File: src/rtl/sncag_pkg.sv
package sncag_pkg;

    localparam int MAX_DIMS     = 4;
    localparam int EXTENT_BITS  = 16;
    localparam int REG_BITS     = 64;
    localparam int DIM_OFF_BITS = 32;
    localparam int SUM_BITS     = DIM_OFF_BITS + $clog2(MAX_DIMS);
    localparam int EB_BITS      = 5;
    localparam int PROD_BITS    = SUM_BITS + EB_BITS;
    localparam int OFF_BITS     = 40;
    localparam int COUNT_BITS   = 32;
    localparam int CFG_IDX_BITS = 3;

    localparam logic [CFG_IDX_BITS-1:0] CFG_SRC_EXTENTS   = 3'd0;
    localparam logic [CFG_IDX_BITS-1:0] CFG_DST_EXTENTS   = 3'd1;
    localparam logic [CFG_IDX_BITS-1:0] CFG_SRC_STRIDES   = 3'd2;
    localparam logic [CFG_IDX_BITS-1:0] CFG_DST_STRIDES   = 3'd3;
    localparam logic [CFG_IDX_BITS-1:0] CFG_ELEMENT_BYTES = 3'd4;
    localparam logic [CFG_IDX_BITS-1:0] CFG_ELEMENT_COUNT = 3'd5;

    localparam logic [REG_BITS-1:0] EXTENTS_RESET = 64'h0001_0001_0001_0001;

    typedef struct packed {
        logic load;     // an input transfer happens this cycle
        logic restart;  // walk starts again at element zero
        logic step;     // an element is issued, odometer advances
    } t_odo_ctrl;

    // Dimension field of a packed register; dims past the register get the absent value.
    function automatic logic [EXTENT_BITS-1:0] field_of(
        input logic [REG_BITS-1:0]    packed_v,
        input int unsigned            d,
        input logic [EXTENT_BITS-1:0] absent
    );
        logic [REG_BITS-1:0] shifted;
        shifted = packed_v >> (d * EXTENT_BITS);
        if (d * EXTENT_BITS >= REG_BITS) begin
            return absent;
        end
        return shifted[EXTENT_BITS-1:0];
    endfunction

endpackage

File: src/rtl/sncag_odometer.sv
module sncag_odometer (
    input  logic                                i_clk,
    input  logic                                i_rst_n,
    input  sncag_pkg::t_odo_ctrl                i_ctrl,
    input  logic [sncag_pkg::REG_BITS-1:0]      i_extents,
    input  logic [sncag_pkg::REG_BITS-1:0]      i_strides,
    output logic [sncag_pkg::SUM_BITS-1:0]      o_offset_sum
);
    import sncag_pkg::*;

    logic [EXTENT_BITS-1:0]  r_coords [MAX_DIMS];
    logic [DIM_OFF_BITS-1:0] r_offs   [MAX_DIMS];
    logic [EXTENT_BITS-1:0]  base_c   [MAX_DIMS];
    logic [DIM_OFF_BITS-1:0] base_o   [MAX_DIMS];
    logic [EXTENT_BITS-1:0]  n_coords [MAX_DIMS];
    logic [DIM_OFF_BITS-1:0] n_offs   [MAX_DIMS];
    logic [EXTENT_BITS-1:0]  ext      [MAX_DIMS];
    logic [EXTENT_BITS-1:0]  str      [MAX_DIMS];
    logic [EXTENT_BITS:0]    inc      [MAX_DIMS];
    logic                    carry;
    logic [SUM_BITS-1:0]     sum;

    always_comb begin
        carry = 1'b1;
        sum   = '0;
        for (int unsigned d = 0; d < MAX_DIMS; d++) begin
            base_c[d] = i_ctrl.restart ? '0 : r_coords[d];
            base_o[d] = i_ctrl.restart ? '0 : r_offs[d];
            ext[d]    = field_of(i_extents, d, EXTENT_BITS'(1));
            str[d]    = field_of(i_strides, d, '0);
            inc[d]    = {1'b0, base_c[d]} + (EXTENT_BITS+1)'(1);
            sum       = sum + SUM_BITS'(base_o[d]);
            if (carry) begin
                if (inc[d] >= {1'b0, ext[d]}) begin
                    n_coords[d] = '0;
                    n_offs[d]   = '0;
                end else begin
                    n_coords[d] = inc[d][EXTENT_BITS-1:0];
                    n_offs[d]   = base_o[d] + DIM_OFF_BITS'(str[d]);
                    carry       = 1'b0;
                end
            end else begin
                n_coords[d] = base_c[d];
                n_offs[d]   = base_o[d];
            end
        end
    end

    assign o_offset_sum = sum;

    always_ff @(posedge i_clk) begin
        if (!i_rst_n) begin
            for (int d = 0; d < MAX_DIMS; d++) begin
                r_coords[d] <= '0;
                r_offs[d]   <= '0;
            end
        end else if (i_ctrl.load) begin
            for (int d = 0; d < MAX_DIMS; d++) begin
                r_coords[d] <= i_ctrl.step ? n_coords[d] : base_c[d];
                r_offs[d]   <= i_ctrl.step ? n_offs[d]   : base_o[d];
            end
        end
    end

endmodule

File: src/rtl/strided_nd_copy_address_generator.sv
// An input transfer's result is registered in the s1 stage, then in the output
// stage, before the master side sees it. Throughput: one input transfer per cycle
// while the s1 stage is empty or can advance; the odometer carry chain and the element
// counter compare close in the input cycle, the scale by element size sits in the output stage.
// Reset (synchronous, active low): registers at their reset values, walk finished.
module strided_nd_copy_address_generator (
    input  logic                                  i_clk,
    input  logic                                  i_rst_n,
    input  logic                                  s_axis_tvalid,
    output logic                                  s_axis_tready,
    input  logic [7:0]                            s_axis_tdata,  // [0] restart
    output logic                                  m_axis_tvalid,
    input  logic                                  m_axis_tready,
    output logic [2*sncag_pkg::OFF_BITS-1:0]      m_axis_tdata,  // {dst_byte_offset, src_byte_offset}
    output logic                                  m_axis_tlast,
    input  logic                                  i_cfg_we,
    input  logic [sncag_pkg::CFG_IDX_BITS-1:0]    i_cfg_index,
    input  logic [sncag_pkg::REG_BITS-1:0]        i_cfg_data
);
    import sncag_pkg::*;

    logic [REG_BITS-1:0]   r_src_ext, r_dst_ext, r_src_str, r_dst_str;
    logic [EB_BITS-1:0]    r_elem_bytes;
    logic [COUNT_BITS-1:0] r_elem_count;

    logic [COUNT_BITS-1:0] r_done;
    logic                  r_finished;

    logic                  r_s1_valid;
    logic [SUM_BITS-1:0]   r_s1_src_sum, r_s1_dst_sum;
    logic                  r_s1_last;

    logic                  r_out_valid;
    logic [OFF_BITS-1:0]   r_out_src, r_out_dst;
    logic                  r_out_last;

    logic                  en, acc, restart, fire, fin_base, last;
    logic [COUNT_BITS-1:0] done_base, n_done;
    logic [SUM_BITS-1:0]   src_sum, dst_sum;
    logic [PROD_BITS-1:0]  src_prod, dst_prod;
    t_odo_ctrl             odo_ctrl;

    always_ff @(posedge i_clk) begin
        if (!i_rst_n) begin
            r_src_ext    <= EXTENTS_RESET;
            r_dst_ext    <= EXTENTS_RESET;
            r_src_str    <= '0;
            r_dst_str    <= '0;
            r_elem_bytes <= EB_BITS'(1);
            r_elem_count <= '0;
        end else if (i_cfg_we) begin
            case (i_cfg_index)
                CFG_SRC_EXTENTS:   r_src_ext    <= i_cfg_data;
                CFG_DST_EXTENTS:   r_dst_ext    <= i_cfg_data;
                CFG_SRC_STRIDES:   r_src_str    <= i_cfg_data;
                CFG_DST_STRIDES:   r_dst_str    <= i_cfg_data;
                CFG_ELEMENT_BYTES: r_elem_bytes <= i_cfg_data[EB_BITS-1:0];
                CFG_ELEMENT_COUNT: r_elem_count <= i_cfg_data[COUNT_BITS-1:0];
                default: ;
            endcase
        end
    end

    assign en            = !r_out_valid || m_axis_tready;
    assign s_axis_tready = !r_s1_valid || en;
    assign acc           = s_axis_tvalid && s_axis_tready;
    assign restart       = s_axis_tdata[0];

    assign done_base = restart ? '0 : r_done;
    assign fin_base  = restart ? (r_elem_count == '0) : r_finished;
    assign fire      = !fin_base;
    assign n_done    = done_base + COUNT_BITS'(1);
    assign last      = n_done >= r_elem_count;

    assign odo_ctrl.load    = acc;
    assign odo_ctrl.restart = restart;
    assign odo_ctrl.step    = fire;

    sncag_odometer u_src_odo (
        .i_clk        (i_clk),
        .i_rst_n      (i_rst_n),
        .i_ctrl       (odo_ctrl),
        .i_extents    (r_src_ext),
        .i_strides    (r_src_str),
        .o_offset_sum (src_sum)
    );

    sncag_odometer u_dst_odo (
        .i_clk        (i_clk),
        .i_rst_n      (i_rst_n),
        .i_ctrl       (odo_ctrl),
        .i_extents    (r_dst_ext),
        .i_strides    (r_dst_str),
        .o_offset_sum (dst_sum)
    );

    always_ff @(posedge i_clk) begin
        if (!i_rst_n) begin
            r_done     <= '0;
            r_finished <= 1'b1;
        end else if (acc) begin
            r_done     <= fire ? n_done : done_base;
            r_finished <= fire ? last : fin_base;
        end
    end

    always_ff @(posedge i_clk) begin
        if (!i_rst_n) begin
            r_s1_valid <= 1'b0;
        end else if (s_axis_tready) begin
            r_s1_valid <= acc && fire;
        end
    end

    always_ff @(posedge i_clk) begin
        if (acc && fire) begin
            r_s1_src_sum <= src_sum;
            r_s1_dst_sum <= dst_sum;
            r_s1_last    <= last;
        end
    end

    assign src_prod = PROD_BITS'(r_s1_src_sum) * PROD_BITS'(r_elem_bytes);
    assign dst_prod = PROD_BITS'(r_s1_dst_sum) * PROD_BITS'(r_elem_bytes);

    always_ff @(posedge i_clk) begin
        if (!i_rst_n) begin
            r_out_valid <= 1'b0;
        end else if (en) begin
            r_out_valid <= r_s1_valid;
        end
    end

    always_ff @(posedge i_clk) begin
        if (en && r_s1_valid) begin
            r_out_src  <= OFF_BITS'(src_prod);
            r_out_dst  <= OFF_BITS'(dst_prod);
            r_out_last <= r_s1_last;
        end
    end

    assign m_axis_tvalid = r_out_valid;
    assign m_axis_tdata  = {r_out_dst, r_out_src};
    assign m_axis_tlast  = r_out_last;

    a_finished_holds: assert property (@(posedge i_clk) disable iff (!i_rst_n)
        r_finished && !(acc && restart) |=> r_finished)
        else $error("walk left finished state without a restart");

    a_zero_count_silent: assert property (@(posedge i_clk) disable iff (!i_rst_n)
        acc && restart && (r_elem_count == '0) |=> !r_s1_valid)
        else $error("restart with zero element count produced a transfer");

    a_last_sets_finished: assert property (@(posedge i_clk) disable iff (!i_rst_n)
        r_s1_valid && r_s1_last |-> r_finished)
        else $error("last element pending while walk not finished");

endmodule
File: config.mk
export PLATFORM = sky130hd
export DESIGN_NAME = strided_nd_copy_address_generator
export DESIGN_NICKNAME = d
export VERILOG_FILES = /design/src/rtl/sncag_pkg.sv /design/src/rtl/sncag_odometer.sv /design/src/rtl/strided_nd_copy_address_generator.sv
export SDC_FILE = /design/constraint.sdc
export NUM_CORES = 2
export LEC_CHECK = 0
export ABC_AREA = 1
export ABC_CLOCK_PERIOD_IN_PS = 11900
export BUFFER_PORTS_ARGS = -buffer_cell sky130_fd_sc_hd__buf_2
export CORE_MARGIN = 10
export CORE_UTILIZATION = 55
export DETAILED_ROUTE_END_ITERATION = 10
export PLACE_DENSITY = 0.76
export SLEW_MARGIN = 20
export SYNTH_ARGS = -nofsm -noshare
export SYNTH_HDL_FRONTEND = slang
export SYNTH_HIERARCHICAL = 1
export SYNTH_SLANG_ARGS = --single-unit
File: constraint.sdc
create_clock -name i_clk -period 11.9 [get_ports i_clk]
set_clock_uncertainty 0.1 [all_clocks]
set_input_delay 2.38 -clock i_clk [delete_from_list [all_inputs] [get_ports i_clk]]
set_output_delay 2.38 -clock i_clk [all_outputs]
set_load 0.01 [all_outputs]
## Yosys cells after proc, flatten, opt, wreduce, memory -nomap -nowiden

Memories as Yosys holds them, arrays and structs flattened.
Cells that the tools add are included.

- Register bits: 476
- Bits in writable memories: 384
- Bits of input ports: 80
- Output and inout port bits: 83
- Memories: 4

Memory list:

| name | depth | width | rd ports | clocked after memory_dff | write ports | RTL line | text |
|---|---|---|---|---|---|---|---|
| u_dst_odo.r_offs | 4 | 32 | 4 | 0 | 4 | sncag_odometer.sv:12 | `logic [DIM_OFF_BITS-1:0] r_offs [MAX_DIMS];` |
| u_src_odo.r_offs | 4 | 32 | 4 | 0 | 4 | sncag_odometer.sv:12 |  |
| u_dst_odo.r_coords | 4 | 16 | 4 | 0 | 4 | sncag_odometer.sv:11 | `logic [EXTENT_BITS-1:0] r_coords [MAX_DIMS];` |
| u_src_odo.r_coords | 4 | 16 | 4 | 0 | 4 | sncag_odometer.sv:11 |  |

- Add/subtract/negate cells: 23
- $mul: 2
- Magnitude comparators: 9
- Equal/unequal tests: 5
- Muxes and demuxes: 94
- Bitwise operators: 16
- Reduce and logical (&&, ||, !) cells: 16

Operators with widths:

| cell | number |
|---|---|
| 32-bit 2-to-1 mux | 40 |
| 16-bit 2-to-1 mux | 38 |
| 32-bit by 16-bit adder with 32-bit output | 8 |
| 16-bit by 1-bit adder with 17-bit output (second input constant) | 8 |
| 34-bit by 32-bit adder with 34-bit output | 4 |
| 17-bit by 16-bit greater-or-equal comparator with 1-bit output | 8 |
| 34-bit by 5-bit multiplier with 39-bit output | 2 |
| 32-bit by 32-bit adder with 33-bit output | 2 |
| 32-bit by 1-bit adder with 32-bit output (second input constant) | 1 |
| 32-bit greater-or-equal comparator | 1 |
| 32-bit zero test | 1 |
| 1-bit 2-to-1 mux | 16 |
| 1-bit OR | 16 |
| 2-bit AND reduction | 6 |
| 3-bit by 2-bit equality test with 1-bit output (second input constant) | 2 |
| 3-bit equality test (second input constant) | 2 |
| 3-bit by 1-bit equality test with 1-bit output (second input constant) | 1 |
| 1-bit logical AND | 3 |
| 1-bit zero test | 3 |
| 3-bit zero test | 1 |
| 1-bit logical OR | 2 |

## Longest topological paths before layout

An unclocked memory read counts as a cell.

- Word-level depth: 10
- Gate-level depth with buffers: 34

## Hierarchy

The synthesis kept the hierarchy.

By module, submodules not included:

| module | times used | cells an instance | area an instance (µm²) |
|---|---|---|---|
| strided_nd_copy_address_generator | 1 | 4005 | 30001.3 |
| sncag_odometer (u_dst_odo) | 1 | 3182 | 21864.7 |
| sncag_odometer (u_src_odo) | 1 | 3176 | 21753.4 |

## Worst setup path after synthesis

OpenSTA, ideal clock, no wires.

- Path type: in2reg
- Start point: input port m_axis_tready
- End point: memory u_dst_odo.r_coords[0][0], enable pin
- Library setup time: 560 ps
- Data arrival time: 7196 ps
- Data required time: 11240 ps
- Setup slack: 4043 ps
- Stages: 7
- Path through: inv_1 nand3_1 nand2_1 inv_1 clkbuf_1 inv_1 nand2_1

RTL lines:

| item | RTL line | text |
|---|---|---|
| from (decl) | strided_nd_copy_address_generator.sv:13 | `input logic m_axis_tready,` |
| to (decl) | sncag_odometer.sv:11 |  |

==> flow_metrics.tcl <==
set metrics [dict create \
    cap_violations 0 \
    grt_usage 0.295 \
    drt_wl_total_um 225000 \
    row_count 134 \
    die_area_um2 149000 \
    synth_top_area_cell "edfxtp_1" \
    place.gp.congestion 0.972 \
    synth_top_area_share 0.217 \
    coreArea_um2 133000 \
    ctsHtreeMaxLevel 3 \
    io_buffer_count 153 \
    status "finished, final reports clean" \
    fin_nets 11220 \
    dr_total_vias 67162 \
    place_hpwl_um 166000 \
    leakagePower_nw 39.4 \
    cts_tree "yes" \
    hold_class "flip-flop to flip-flop" \
    final.setup.tns_ns 0 \
    grt_max_degree 170 \
    power.density_nw_per_um2 115 \
    worstSetupEndpointType "flip-flop" \
    r2r-end "u_src_odo/r_offs[0][30]" \
    ir_drop_mv 0.120 \
    antenna_found_initial 9 \
    fillers 12329 \
    worst_pin_slew_ns 1.14 \
    clkLatencyLatePin_ns 0.76 \
    seq_area_frac_synth 0.306 \
    grt_pass1_wl_um 350000 \
    clkTransAtPathRegs_ns 0.06 \
    min_period_ns 7.89 \
    vias_per_cell 5.50 \
    dr.pass1.iters 8 \
    slew-limit-headroom 0.235 \
    yosys-top-cells-count "nand2_1 (2481), inv_1 (1878), nor2_1 (1384), a21oi_1 (709), o21ai_0 (598)" \
    numCtsBuffers 102 \
    post-cts-setup-buffer-count 0 \
    ys_types 65 \
    die_x_um 386 \
    ys_ff_latch 860 \
    drc 0 \
    synth.most_common_cell "nand2_1" \
    r2r_cells 27 \
    finalNonFillerCells 12213 \
    async_reset_ff_frac 0 \
    crit_fanout 100 \
    grt_pass1_vias 64289 \
    startpoint_type "input pin" \
    start_util 0.552 \
    root_buffer "clkbuf_16" \
    grt-ovfl-total 0 \
    crit_required_ns 12.26 \
    fin_area_um2 79300 \
    synth_edf_count 532 \
    fp.dieH_um 386 \
    synth_cells 10363 \
    critPathSlowestCell "nand2_2" \
    rsz0062_at_grt "no" \
    worstPathArrival_ns 8.25 \
    drive_gt1_frac 0.0528 \
    clock-sinks 860 \
    critical_path.endpoint "u_dst_odo/r_coords[3][11]" \
    finalHoldViolCount 0 \
    netlist_top_cells_area "edfxtp_1 (22%), nand2_1 (13%), inv_1 (9.6%)" \
    startpoint "s_axis_tdata[0]" \
    ys_warn_count 6 \
    dr.first_iter.drc_count 6536 \
    worstSetupPathType "input pin to flip-flop" \
    cpPeakStageDelay_ns 0.73 \
    syn_avg_cell_area_um2 7.10 \
    synth_top_flop_cell "edfxtp_1" \
    dp_cells 12018 \
    timing.final.crit_share 0.663 \
    path_common_cell "nand2_1" \
    synthToLayoutAreaGrowth_pct 7.68 \
    finalMaxSlewViolations 0 \
    fmax_mhz 127 \
    clock_path_buffers 3 \
    ant_nets 0 \
    pin_count 163 \
    syn-cell-area_um2 73600 \
    placedInstanceArea_um2 75500 \
    hold_buffers 0 \
    cts-resized-gates 0 \
    final-setup-viol-count 0 \
    routedWlPerCell_um 18.4 \
    timing.rr.start "u_src_odo/r_coords[0][0]" \
    r2r_setup_slack_ns 6.17 \
]
## placed cells by master (no fill, tap or decap), drive strengths merged, types with 230 or more instances in the layout
cell type  synthesis  routed
a21oi            712     712
dfxtp            328     328
edfxtp           532     532
fa               328     328
ha               457     457
inv             1901    1909
nand2           2505    2505
nand3            391     391
nor2            1450    1450
o21ai            634     634
xor2             230     230
## area by class of cell
type,instances,area (um2),area share
antenna,4,10.0,0.000126
inverter,1905,7160,0.0904
multi-input combinational,7290,42500,0.536
clock inverter,46,628,0.00792
tap,1768,2210,0.0279
clock buffer,144,3080,0.0388
sequential,860,22500,0.284
timing repair buffer,196,1130,0.0143
## flip-flops by register name (all words and copies together), names as in the netlist, 34 cells and up
name and count:
r_dst_ext 64, r_src_str 64, u_dst_odo/r_offs 128, r_s1_src_sum 34, u_src_odo/r_coords 64, r_dst_str 64, r_src_ext 64, u_src_odo/r_offs 128
r_out_dst 39, u_dst_odo/r_coords 64, r_out_src 39, r_s1_dst_sum 34
## worst min-delay path by stage
stage	startpoint	endpoint	slack [ns]	cells after the start
global route	r_s1_last	m_axis_tlast	0.36	0
CTS	r_dst_str[20]	r_dst_str[20]	0.35	2
global placement	r_dst_str[6]	r_dst_str[6]	0.34	2
detailed placement	r_dst_str[20]	r_dst_str[20]	0.34	2
floorplan	r_s1_last	m_axis_tlast	0.30	0
finish	r_dst_str[20]	r_dst_str[20]	0.35	2
## report_power, final
group | switching [mW] | internal, mW | total [mW]
Combinational | 1.53 | 0.613 | 2.14
Sequential | 0.126 | 3.41 | 3.53
Clock | 1.40 | 2.04 | 3.44
Total | 3.06 | 6.06 | 9.11
## worst max-delay path, delay by kind of cell
kind / cells / cell delay, ns
and+or+nand+nor: 15 / 2.98
buffers and inverters: 7 / 2.19
adders and majority gates: 1 / 0.29
AOI/OAI and AO/OA: 2 / 0.23
## per-layer routing
layer  GRT usage  up-vias  share of wire
li1            -    32645              -
met1       0.384    31369           0.41
met2       0.485     2632           0.46
met3      0.0421      512          0.079
met4       0.134        4          0.047
met5           0        -        0.00010
## kinds of logic (layout without fill, tap and decap cells)
logic type / Yosys count / in the layout / synth area share
AND/OR/NAND/NOR: 4654 / 4654 / 0.261
other: 1 / 6 / 0.0000509
flip-flops: 860 / 860 / 0.306
XOR/XNOR: 338 / 338 / 0.0403
buffers and inverters: 2214 / 2291 / 0.118
adder cells (fa/ha/maj): 785 / 785 / 0.167
AO/OA/AOI/OAI: 1511 / 1511 / 0.108
## through the flow
step / util / power, mW / setup WS, ns / hold WS, ns
6_report: 0.595 / 9.11 / 4.01 / 0.352
5_1_grt: 0.595 / 9.53 / 3.63 / 0.363
4_1_cts: 0.594 / 9.12 / 4.17 / 0.355
3_5_place_dp: 0.567 / 5.70 / 3.41 / 0.343
3_3_place_gp: 0.567 / 5.65 / 3.42 / 0.339
2_1_floorplan: - / 5.04 / 4.04 / 0.300
(Power assumes the default switching activity.)
